`src/hdl/sds_pkg.sv`:
```
package sds_pkg;

  // Configuration register indexes.
  localparam logic CFG_DELIM_LENGTH = 1'b0;
  localparam logic CFG_DELIM_BYTES  = 1'b1;

  // Reset values of the configuration registers.
  localparam logic [3:0]  DELIM_LENGTH_RST = 4'd1;
  localparam logic [63:0] DELIM_BYTES_RST  = 64'd32;

  // Input command codes.
  localparam logic CMD_DATA  = 1'b0;
  localparam logic CMD_FLUSH = 1'b1;

  // Datapath operations issued by the controller.
  typedef enum logic [2:0] {
    OP_NONE   = 3'd0,
    OP_APPEND = 3'd1,
    OP_PASS   = 3'd2,
    OP_DRAIN  = 3'd3,
    OP_FINAL  = 3'd4
  } sds_op_t;

  typedef struct packed {
    sds_op_t op;
    logic    last;
  } sds_cmd_t;

  typedef struct packed {
    logic full;
    logic inc_full;
    logic empty;
    logic last_if_data;
    logic out_free;
  } sds_status_t;

endpackage

```
`src/hdl/sds_datapath.sv`:
```
module sds_datapath
  import sds_pkg::*;
#(
  parameter int MAX_DELIM = 8
) (
  input  logic        clk,
  input  logic        rst_n,
  input  sds_cmd_t    cmd,
  output sds_status_t status,
  input  logic [7:0]  in_byte,
  input  logic        cfg_we,
  input  logic        cfg_index,
  input  logic [63:0] cfg_data,
  output logic        out_valid,
  input  logic        out_stall,
  output logic [7:0]  out_byte,
  output logic        out_field_end,
  output logic        out_string_end,
  output logic        out_last_result
);

  localparam int CNT_W = $clog2(MAX_DELIM + 1);
  localparam int IDX_W = (MAX_DELIM > 1) ? $clog2(MAX_DELIM) : 1;
  localparam logic [3:0] MAX_LEN = 4'(MAX_DELIM);

  logic [3:0]       delim_length_r;
  logic [63:0]      delim_bytes_r;
  logic [7:0]       win_r   [MAX_DELIM];
  logic [7:0]       win_nxt [MAX_DELIM];
  logic [7:0]       win_shift [MAX_DELIM];
  logic [CNT_W-1:0] cnt_r, cnt_nxt;
  logic [3:0]       eff4;
  logic [CNT_W-1:0] eff_len;
  logic [CNT_W-1:0] cnt_inc;
  logic [CNT_W-1:0] rem;
  logic [CNT_W-1:0] drop_n;
  logic             match;

  logic             out_valid_r, out_valid_nxt;
  logic [7:0]       out_byte_r, out_byte_nxt;
  logic             out_fe_r, out_fe_nxt;
  logic             out_se_r, out_se_nxt;
  logic             out_last_r, out_last_nxt;

  always_ff @(posedge clk) begin
    if (!rst_n) begin
      delim_length_r <= DELIM_LENGTH_RST;
      delim_bytes_r  <= DELIM_BYTES_RST;
    end else if (cfg_we) begin
      unique case (cfg_index)
        CFG_DELIM_LENGTH: delim_length_r <= cfg_data[3:0];
        CFG_DELIM_BYTES:  delim_bytes_r  <= cfg_data;
        default:          delim_bytes_r  <= delim_bytes_r;
      endcase
    end
  end

  // A zero length acts as one; anything above the window depth is clamped.
  always_comb begin
    eff4 = delim_length_r;
    if (eff4 == 4'd0) begin
      eff4 = 4'd1;
    end else if (eff4 > MAX_LEN) begin
      eff4 = MAX_LEN;
    end
    eff_len = eff4[CNT_W-1:0];
  end

  always_comb begin
    match = 1'b1;
    for (int i = 0; i < MAX_DELIM; i++) begin
      if ((CNT_W'(i) < eff_len) && (win_r[i] != delim_bytes_r[8*i +: 8])) begin
        match = 1'b0;
      end
    end
  end

  assign cnt_inc = cnt_r + CNT_W'(1);
  assign rem     = match ? (cnt_r - eff_len) : (cnt_r - CNT_W'(1));

  assign status.full         = (cnt_r >= eff_len);
  assign status.inc_full     = (cnt_inc >= eff_len);
  assign status.empty        = (cnt_r == '0);
  assign status.last_if_data = (rem < eff_len);
  assign status.out_free     = !out_valid_r || !out_stall;

  assign drop_n = ((cmd.op == OP_PASS) && match) ? eff_len : CNT_W'(1);

  always_comb begin
    logic [CNT_W:0] src;
    for (int i = 0; i < MAX_DELIM; i++) begin
      src = (CNT_W + 1)'(i) + {1'b0, drop_n};
      if (src < (CNT_W + 1)'(MAX_DELIM)) begin
        win_shift[i] = win_r[src[IDX_W-1:0]];
      end else begin
        win_shift[i] = 8'd0;
      end
    end
  end

  always_comb begin
    win_nxt      = win_r;
    cnt_nxt      = cnt_r;
    out_byte_nxt = out_byte_r;
    out_fe_nxt   = out_fe_r;
    out_se_nxt   = out_se_r;
    out_last_nxt = out_last_r;
    out_valid_nxt = out_valid_r && out_stall;
    unique case (cmd.op)
      OP_APPEND: begin
        win_nxt[cnt_r[IDX_W-1:0]] = in_byte;
        cnt_nxt = cnt_inc;
      end
      OP_PASS: begin
        win_nxt       = win_shift;
        cnt_nxt       = cnt_r - drop_n;
        out_valid_nxt = 1'b1;
        out_byte_nxt  = match ? 8'd0 : win_r[0];
        out_fe_nxt    = match;
        out_se_nxt    = 1'b0;
        out_last_nxt  = cmd.last;
      end
      OP_DRAIN: begin
        win_nxt       = win_shift;
        cnt_nxt       = cnt_r - CNT_W'(1);
        out_valid_nxt = 1'b1;
        out_byte_nxt  = win_r[0];
        out_fe_nxt    = 1'b0;
        out_se_nxt    = 1'b0;
        out_last_nxt  = 1'b0;
      end
      OP_FINAL: begin
        cnt_nxt       = '0;
        out_valid_nxt = 1'b1;
        out_byte_nxt  = 8'd0;
        out_fe_nxt    = 1'b1;
        out_se_nxt    = 1'b1;
        out_last_nxt  = 1'b1;
      end
      default: begin
        cnt_nxt = cnt_r;
      end
    endcase
  end

  always_ff @(posedge clk) begin
    if (!rst_n) begin
      cnt_r       <= '0;
      out_valid_r <= 1'b0;
    end else begin
      cnt_r       <= cnt_nxt;
      out_valid_r <= out_valid_nxt;
    end
  end

  always_ff @(posedge clk) begin
    win_r      <= win_nxt;
    out_byte_r <= out_byte_nxt;
    out_fe_r   <= out_fe_nxt;
    out_se_r   <= out_se_nxt;
    out_last_r <= out_last_nxt;
  end

  assign out_valid       = out_valid_r;
  assign out_byte        = out_byte_r;
  assign out_field_end   = out_fe_r;
  assign out_string_end  = out_se_r;
  assign out_last_result = out_last_r;

  a_cnt_bound: assert property (@(posedge clk) disable iff (!rst_n)
    cnt_r <= CNT_W'(MAX_DELIM))
    else $error("window count exceeds depth");

  a_final_clears: assert property (@(posedge clk) disable iff (!rst_n)
    cmd.op == OP_FINAL |=> cnt_r == '0 && out_valid_r && out_se_r && out_last_r)
    else $error("final field end did not clear window");

  a_stall_hold: assert property (@(posedge clk) disable iff (!rst_n)
    out_valid_r && out_stall |=> out_valid_r)
    else $error("pending result lost under stall");

endmodule

```
`src/hdl/sds_ctrl.sv`:
```
module sds_ctrl
  import sds_pkg::*;
(
  input  logic        clk,
  input  logic        rst_n,
  input  logic        in_valid,
  input  logic        in_cmd,
  output logic        in_stall,
  output logic        cfg_ready,
  input  sds_status_t status,
  output sds_cmd_t    cmd
);

  typedef enum logic [2:0] {
    ST_IDLE    = 3'b001,
    ST_RESOLVE = 3'b010,
    ST_DRAIN   = 3'b100
  } sds_state_t;

  sds_state_t state_r, state_nxt;
  logic       flush_r, flush_nxt;

  assign in_stall  = (state_r != ST_IDLE);
  assign cfg_ready = (state_r == ST_IDLE);

  always_comb begin
    state_nxt = state_r;
    flush_nxt = flush_r;
    cmd.op    = OP_NONE;
    cmd.last  = 1'b0;
    unique case (state_r)
      ST_IDLE: begin
        if (in_valid) begin
          if (in_cmd == CMD_DATA) begin
            cmd.op = OP_APPEND;
            if (status.inc_full) begin
              state_nxt = ST_RESOLVE;
              flush_nxt = 1'b0;
            end
          end else begin
            state_nxt = ST_RESOLVE;
            flush_nxt = 1'b1;
          end
        end
      end
      ST_RESOLVE: begin
        if (!status.full) begin
          state_nxt = flush_r ? ST_DRAIN : ST_IDLE;
        end else if (status.out_free) begin
          cmd.op   = OP_PASS;
          cmd.last = !flush_r && status.last_if_data;
          if (cmd.last) begin
            state_nxt = ST_IDLE;
          end
        end
      end
      ST_DRAIN: begin
        if (status.out_free) begin
          if (!status.empty) begin
            cmd.op = OP_DRAIN;
          end else begin
            cmd.op    = OP_FINAL;
            state_nxt = ST_IDLE;
          end
        end
      end
      default: begin
        state_nxt = ST_IDLE;
      end
    endcase
  end

  always_ff @(posedge clk) begin
    if (!rst_n) begin
      state_r <= ST_IDLE;
      flush_r <= 1'b0;
    end else begin
      state_r <= state_nxt;
      flush_r <= flush_nxt;
    end
  end

  a_emit_free: assert property (@(posedge clk) disable iff (!rst_n)
    (cmd.op == OP_PASS || cmd.op == OP_DRAIN || cmd.op == OP_FINAL) |-> status.out_free)
    else $error("result issued into a busy output register");

  a_drain_short: assert property (@(posedge clk) disable iff (!rst_n)
    state_r == ST_DRAIN |-> !status.full)
    else $error("drain entered with a full window");

  a_drain_flush: assert property (@(posedge clk) disable iff (!rst_n)
    state_r == ST_DRAIN |-> flush_r)
    else $error("drain reached without an end-of-string transaction");

endmodule

```
`src/hdl/substring_delimiter_splitter_core.sv`:
```
// Splits a byte stream into fields at each occurrence of a configured delimiter of
// 1 to MAX_DELIM bytes, matching leftmost and without overlap. Each result transaction
// carries either a field byte or a field-end mark; an end-of-string transaction flushes
// the pending bytes and closes with a field end flagged as string end, and the last
// result caused by an input transaction carries last_result. A data transaction that
// does not complete a delimiter-length window is taken with no result. One that does
// stalls the input while the single resolve sequencer produces its results into the
// output register, one result a cycle while the output does not stall. An
// end-of-string transaction is accepted, produces the resolve results, switches to
// draining, emits each remaining byte and closes with the final field end. Output
// stall holds back each result. Configuration writes are taken only while no
// transaction is in progress.
module substring_delimiter_splitter_core
  import sds_pkg::*;
#(
  parameter int MAX_DELIM = 8
) (
  input  logic        clk,
  input  logic        rst_n,

  // Input channel.
  input  logic        in_valid,
  output logic        in_stall,
  input  logic        in_cmd,
  input  logic [7:0]  in_byte,

  // Result channel.
  output logic        out_valid,
  input  logic        out_stall,
  output logic [7:0]  out_byte,
  output logic        out_field_end,
  output logic        out_string_end,
  output logic        out_last_result,

  // Configuration write channel.
  input  logic        cfg_valid,
  output logic        cfg_ready,
  input  logic        cfg_index,
  input  logic [63:0] cfg_data
);

  sds_cmd_t    cmd;
  sds_status_t status;
  logic        cfg_we;

  // The controller only opens the configuration channel while idle.
  assign cfg_we = cfg_valid && cfg_ready;

  sds_ctrl u_ctrl (
    .clk       (clk),
    .rst_n     (rst_n),
    .in_valid  (in_valid),
    .in_cmd    (in_cmd),
    .in_stall  (in_stall),
    .cfg_ready (cfg_ready),
    .status    (status),
    .cmd       (cmd)
  );

  // The datapath holds the delimiter registers, the pending-byte window and the
  // output register that decouples the result channel from the sequencer.
  sds_datapath #(
    .MAX_DELIM (MAX_DELIM)
  ) u_datapath (
    .clk             (clk),
    .rst_n           (rst_n),
    .cmd             (cmd),
    .status          (status),
    .in_byte         (in_byte),
    .cfg_we          (cfg_we),
    .cfg_index       (cfg_index),
    .cfg_data        (cfg_data),
    .out_valid       (out_valid),
    .out_stall       (out_stall),
    .out_byte        (out_byte),
    .out_field_end   (out_field_end),
    .out_string_end  (out_string_end),
    .out_last_result (out_last_result)
  );

endmodule

```
`config.mk`:
```
export PLATFORM = sky130hd
export DESIGN_NAME = substring_delimiter_splitter_core
export DESIGN_NICKNAME = d
export VERILOG_FILES = /design/src/hdl/sds_pkg.sv /design/src/hdl/sds_datapath.sv /design/src/hdl/sds_ctrl.sv /design/src/hdl/substring_delimiter_splitter_core.sv
export SDC_FILE = /design/constraint.sdc
export NUM_CORES = 1
export LEC_CHECK = 0
export BUFFER_PORTS_ARGS = -buffer_cell sky130_fd_sc_hd__buf_2
export CAP_MARGIN = 0
export CORE_MARGIN = 3
export CORE_UTILIZATION = 54
export DETAILED_ROUTE_END_ITERATION = 6
export GPL_TIMING_DRIVEN = 0
export PLACE_DENSITY = 0.71
export SYNTH_ARGS = -nofsm -noshare
export SYNTH_HDL_FRONTEND = slang
export SYNTH_HIERARCHICAL = 1
export SYNTH_SLANG_ARGS = --single-unit
```
`constraint.sdc`:
```
create_clock -name clk -period 11.5 [get_ports clk]
set_input_delay 1.15 -clock clk [delete_from_list [all_inputs] [get_ports clk]]
set_output_delay 1.15 -clock clk [all_outputs]
set_load 0.03 [all_outputs]
```
==> run summary <==
- Final setup violation count: 0
- unrepaired setup endpoints after global routing: no
- number of core rows: 49
- cell-internal power: 1023 uW
- remaining design rule violation count: 0
- total routing usage reported by global routing: 33.28%
- fraction of registers with async set/reset: 0%
- synthesized instance count: 1,057
- clock tree from TritonCTS: yes
- outcome: finished, final reports clean
- area taken by flip-flops and latches: 3794 um^2
- net count of the mapped netlist: 1,157
- top flip-flop cell by instance count after synthesis: sky130_fd_sc_hd__dfxtp_1
- Yosys Warn Count: 6
- width of the die: 142.6 um
- largest net degree at the start of global routing: 17
- Max transition margin: 7.960%
- full die area: 20,320 um^2
- EDFF count, synth: 75
- HP Class: reg2reg
- Ant. Diodes: 0
- Synth cell types: 84
- mean number of vias per cell: 6.484
- Detailed Routing Iterations Pass 1: 6
- static leakage: 0.004217 uW
- relative contribution of sequential cells to total power: 44.0%
- critical path type: reg2reg
- WP data required: 11.69 ns
- category of the worst setup path capture point: flop
- vias in the first global route: 8,416
- combinational share of power: 17.4%
- clk sink count: 152
- Port Buffer Count: 92
- synthesized cell area: 10,070 um^2
- peak ir drop on the vdd network: 0.1021 mV
- clk buf depth: 2
- fraction of power consumed by the clock network: 38.6%
- multi-input logic area: 5866 um^2
- number of pins with negative max-slew slack in the final report: 0
- number of buffers inserted by hold repair at cts: 0
- number of top-level pins: 93
- largest cells by area after synthesis: sky130_fd_sc_hd__edfxtp_1 (22%), sky130_fd_sc_hd__dfxtp_1 (15%), sky130_fd_sc_hd__nand2_1 (7.9%)
- power spent charging and discharging nets: 422.5 uW
- final worst hold slack: 0.4751 ns
- dpl cells: 1,378
- starting utilization of the core area: 55.50%
- sequential share of the synthesized area: 37.67%
- GP Congestion: 1.027
- total setup buffers inserted after CTS: 0
- startpoint kind of the worst setup timing path: flop
- clk_skew: 0.01088 ns
- final std cells w/o fill: 1,410
- CTS H-Tree Depth: 4
- post-route setup TNS: 0 ns
- number of resized instances in the post-cts repair step: 0
- clock slew seen by the registers of the worst setup and hold paths: 0.07 ns
- # Max-Cap Violations: 0
- fraction of power spent switching nets: 29.23%
- Mean Syn Cell Area: 9.528 um^2
- count of antenna-violating nets left after detailed routing: 0
- final hold violations: 0
- Nets: 1,268
- HPWL after detailed placement: 25,180 um
- later-pin clock latency in the skew report: 0.44 ns
- area after detailed placement: 10,820 um^2
- initial antenna violation count: 0
- vertical die dimension: 142.6 um
- share of the clock period used by the worst path after layout: 64.31%
- total of flip-flops plus latches after synthesis: 152
- power density over the cells: 126.7 nW/um^2
- initial DRC count: 1,179
- standard cell core area: 18,150 um^2
- Critical Path AT: 7.59 ns
- Routed Wire Length: 33,880 um
- post-synth top area share: 22.36%
- transition at the pin with the smallest max-transition slack: 1.366 ns
- area of all placed cells without fillers: 11,400 um^2
- overflow left after global routing: 0
- wire length per cell: 24.03 um
- count of fill cells added during filler insertion: 1,580
- shortest clock period the worst path allows after layout: 7.396 ns
- via total after detailed routing: 9,142
- wire length of the first global-routing pass: 50,650 um
- placement-stage worst setup slack: 4.397 ns
- Yosys top cell by area: sky130_fd_sc_hd__edfxtp_1
- area delta synth->final: 13.23%
- highest clock frequency the design can meet: 135.2 MHz
- share of cells above drive strength 1: 16.51%
- Worst Path Max Fanout: 12
- number of CTS-inserted buffers: 17
- least setup slack across all paths after layout: 4.104 ns
- root buffer cell: sky130_fd_sc_hd__clkbuf_16
==> area by class of cell <==
class | instances | share of cell area, %
buffer | 66 | 3.127
tap | 229 | 2.513
sequential | 152 | 33.27
clock buffer | 20 | 4.104
clock inverter | 12 | 0.9875
timing repair buffer | 92 | 4.038
multi-input combinational | 823 | 51.44
inverter | 16 | 0.5267
==> cells in the mapped netlist (19+ instances only) <==
| master | count |
|---|---|
| sky130_fd_sc_hd__ha_1 | 19 |
| sky130_fd_sc_hd__mux2i_1 | 31 |
| sky130_fd_sc_hd__a21boi_0 | 64 |
| sky130_fd_sc_hd__clkbuf_1 | 39 |
| sky130_fd_sc_hd__nor2b_1 | 23 |
| sky130_fd_sc_hd__a21oi_1 | 20 |
| sky130_fd_sc_hd__xor2_1 | 21 |
| sky130_fd_sc_hd__nor2_1 | 39 |
| sky130_fd_sc_hd__dfxtp_1 | 77 |
| sky130_fd_sc_hd__xnor2_1 | 50 |
| sky130_fd_sc_hd__nand2_1 | 211 |
| sky130_fd_sc_hd__edfxtp_1 | 75 |
| sky130_fd_sc_hd__o21ai_0 | 36 |
| sky130_fd_sc_hd__nand3_1 | 27 |
==> path summary, 6_finish.rpt <==
path | cells past startpoint | slack [ns] | from | to
max | 25 | 4.10 | u_datapath/delim_length_r[1]$_SDFFE_PN0P_ | u_datapath/win_r[55]$_DFFE_PP_
min | 2 | 0.48 | u_datapath/delim_bytes_r[50]$_SDFFE_PN0P_ | u_datapath/delim_bytes_r[50]$_SDFFE_PN0P_
max reg2reg | 25 | 4.10 | u_datapath/delim_length_r[1]$_SDFFE_PN0P_ | u_datapath/win_r[55]$_DFFE_PP_
min reg2reg | 2 | 0.48 | u_datapath/delim_bytes_r[50]$_SDFFE_PN0P_ | u_datapath/delim_bytes_r[50]$_SDFFE_PN0P_
==> flip-flops by register name, summed over array words and instances, names as in the netlist <==
register and cells:
u_datapath/out_field_end 1, u_datapath/out_last_result 1, u_datapath/out_string_end 1, u_datapath/delim_bytes_r 64
u_datapath/cnt_r 4, u_datapath/out_byte 8, u_ctrl/flush_r 1, u_ctrl/state_r 3
u_datapath/delim_length_r 4, u_datapath/out_valid 1, u_datapath/win_r 64
==> layout by cell type (no fill, tap or decap), drive strengths merged, types with 14 or more instances in the layout <==
master,instances
mux4,22
nand4,15
nand2,212
nand3,27
ha,19
a32o,17
dfxtp,77
nand2b,15
clkbuf,59
buf,119
mux2,22
a211o,14
o22ai,17
xnor2,53
nor2,42
o21ai,47
xor2,21
inv,20
edfxtp,75
o211ai,14
a21boi,64
a21oi,22
nor2b,23
mux2i,31
==> metal layers <==
layer  global-route usage (%)  share of wire (%)  wire length (um)
met2                    49.75                 44             14750
met5                        0                  0                 0
met4                    12.31                3.8              1277
met3                    8.031                 12              4126
met1                    47.06                 41             13740
==> stage by stage <==
stage	utilization (%)	total power, uW
final	62.84	1445
after global routing	62.84	1506
after CTS	62.81	1448
after detailed placement	59.61	891.5
after global placement	59.61	887.7
after floorplan	-	808.0
==> cell families after synthesis <==
logic type               Yosys count  share of synthesized area, %
AO/OA/AOI/OAI                    259                         19.02
XOR/XNOR                          74                         6.659
AND/OR/NAND/NOR                  394                         19.00
flip-flops                       152                         37.67
buffers and inverters             82                         4.137
adder cells (fa/ha/maj)           21                         2.758
multiplexers                      75                         10.76
==> power by group through the flow <==
| stage | Clock, uW | Sequential, uW | Combinational [uW] |
|---|---|---|---|
| after floorplan | 0 | 634 | 174 |
| after global placement | 0 | 646 | 242 |
| after detailed placement | 0 | 646 | 245 |
| after CTS | 566 | 635 | 247 |
| after global routing | 590 | 638 | 278 |
| final | 558 | 636 | 251 |
==> critical path, stage by stage, from the launching register on <==
cell	delay (ns)
sky130_fd_sc_hd__dfxtp_1	0.29
sky130_fd_sc_hd__buf_2	0.17
sky130_fd_sc_hd__or2_1	0.25
sky130_fd_sc_hd__a21oi_2	0.32
sky130_fd_sc_hd__clkbuf_1	0.65
sky130_fd_sc_hd__ha_1	0.25
sky130_fd_sc_hd__a21oi_1	0.08
sky130_fd_sc_hd__nor2b_1	0.11
sky130_fd_sc_hd__o21ai_0	0.08
sky130_fd_sc_hd__nand2b_1	0.09
sky130_fd_sc_hd__nand2_1	0.08
sky130_fd_sc_hd__a21oi_1	0.16
sky130_fd_sc_hd__clkbuf_1	0.38
sky130_fd_sc_hd__nand2_1	0.37
sky130_fd_sc_hd__nor2_1	0.43
sky130_fd_sc_hd__nand3_1	0.25
sky130_fd_sc_hd__nor4b_2	0.51
sky130_fd_sc_hd__buf_2	0.34
sky130_fd_sc_hd__buf_4	0.25
sky130_fd_sc_hd__buf_4	0.22
sky130_fd_sc_hd__ha_1	0.14
sky130_fd_sc_hd__buf_1	0.30
sky130_fd_sc_hd__clkbuf_1	0.50
sky130_fd_sc_hd__mux4_2	0.46
sky130_fd_sc_hd__a2bb2o_1	0.30
sky130_fd_sc_hd__a21o_1	0.15
(Power assumes the default switching activity.)
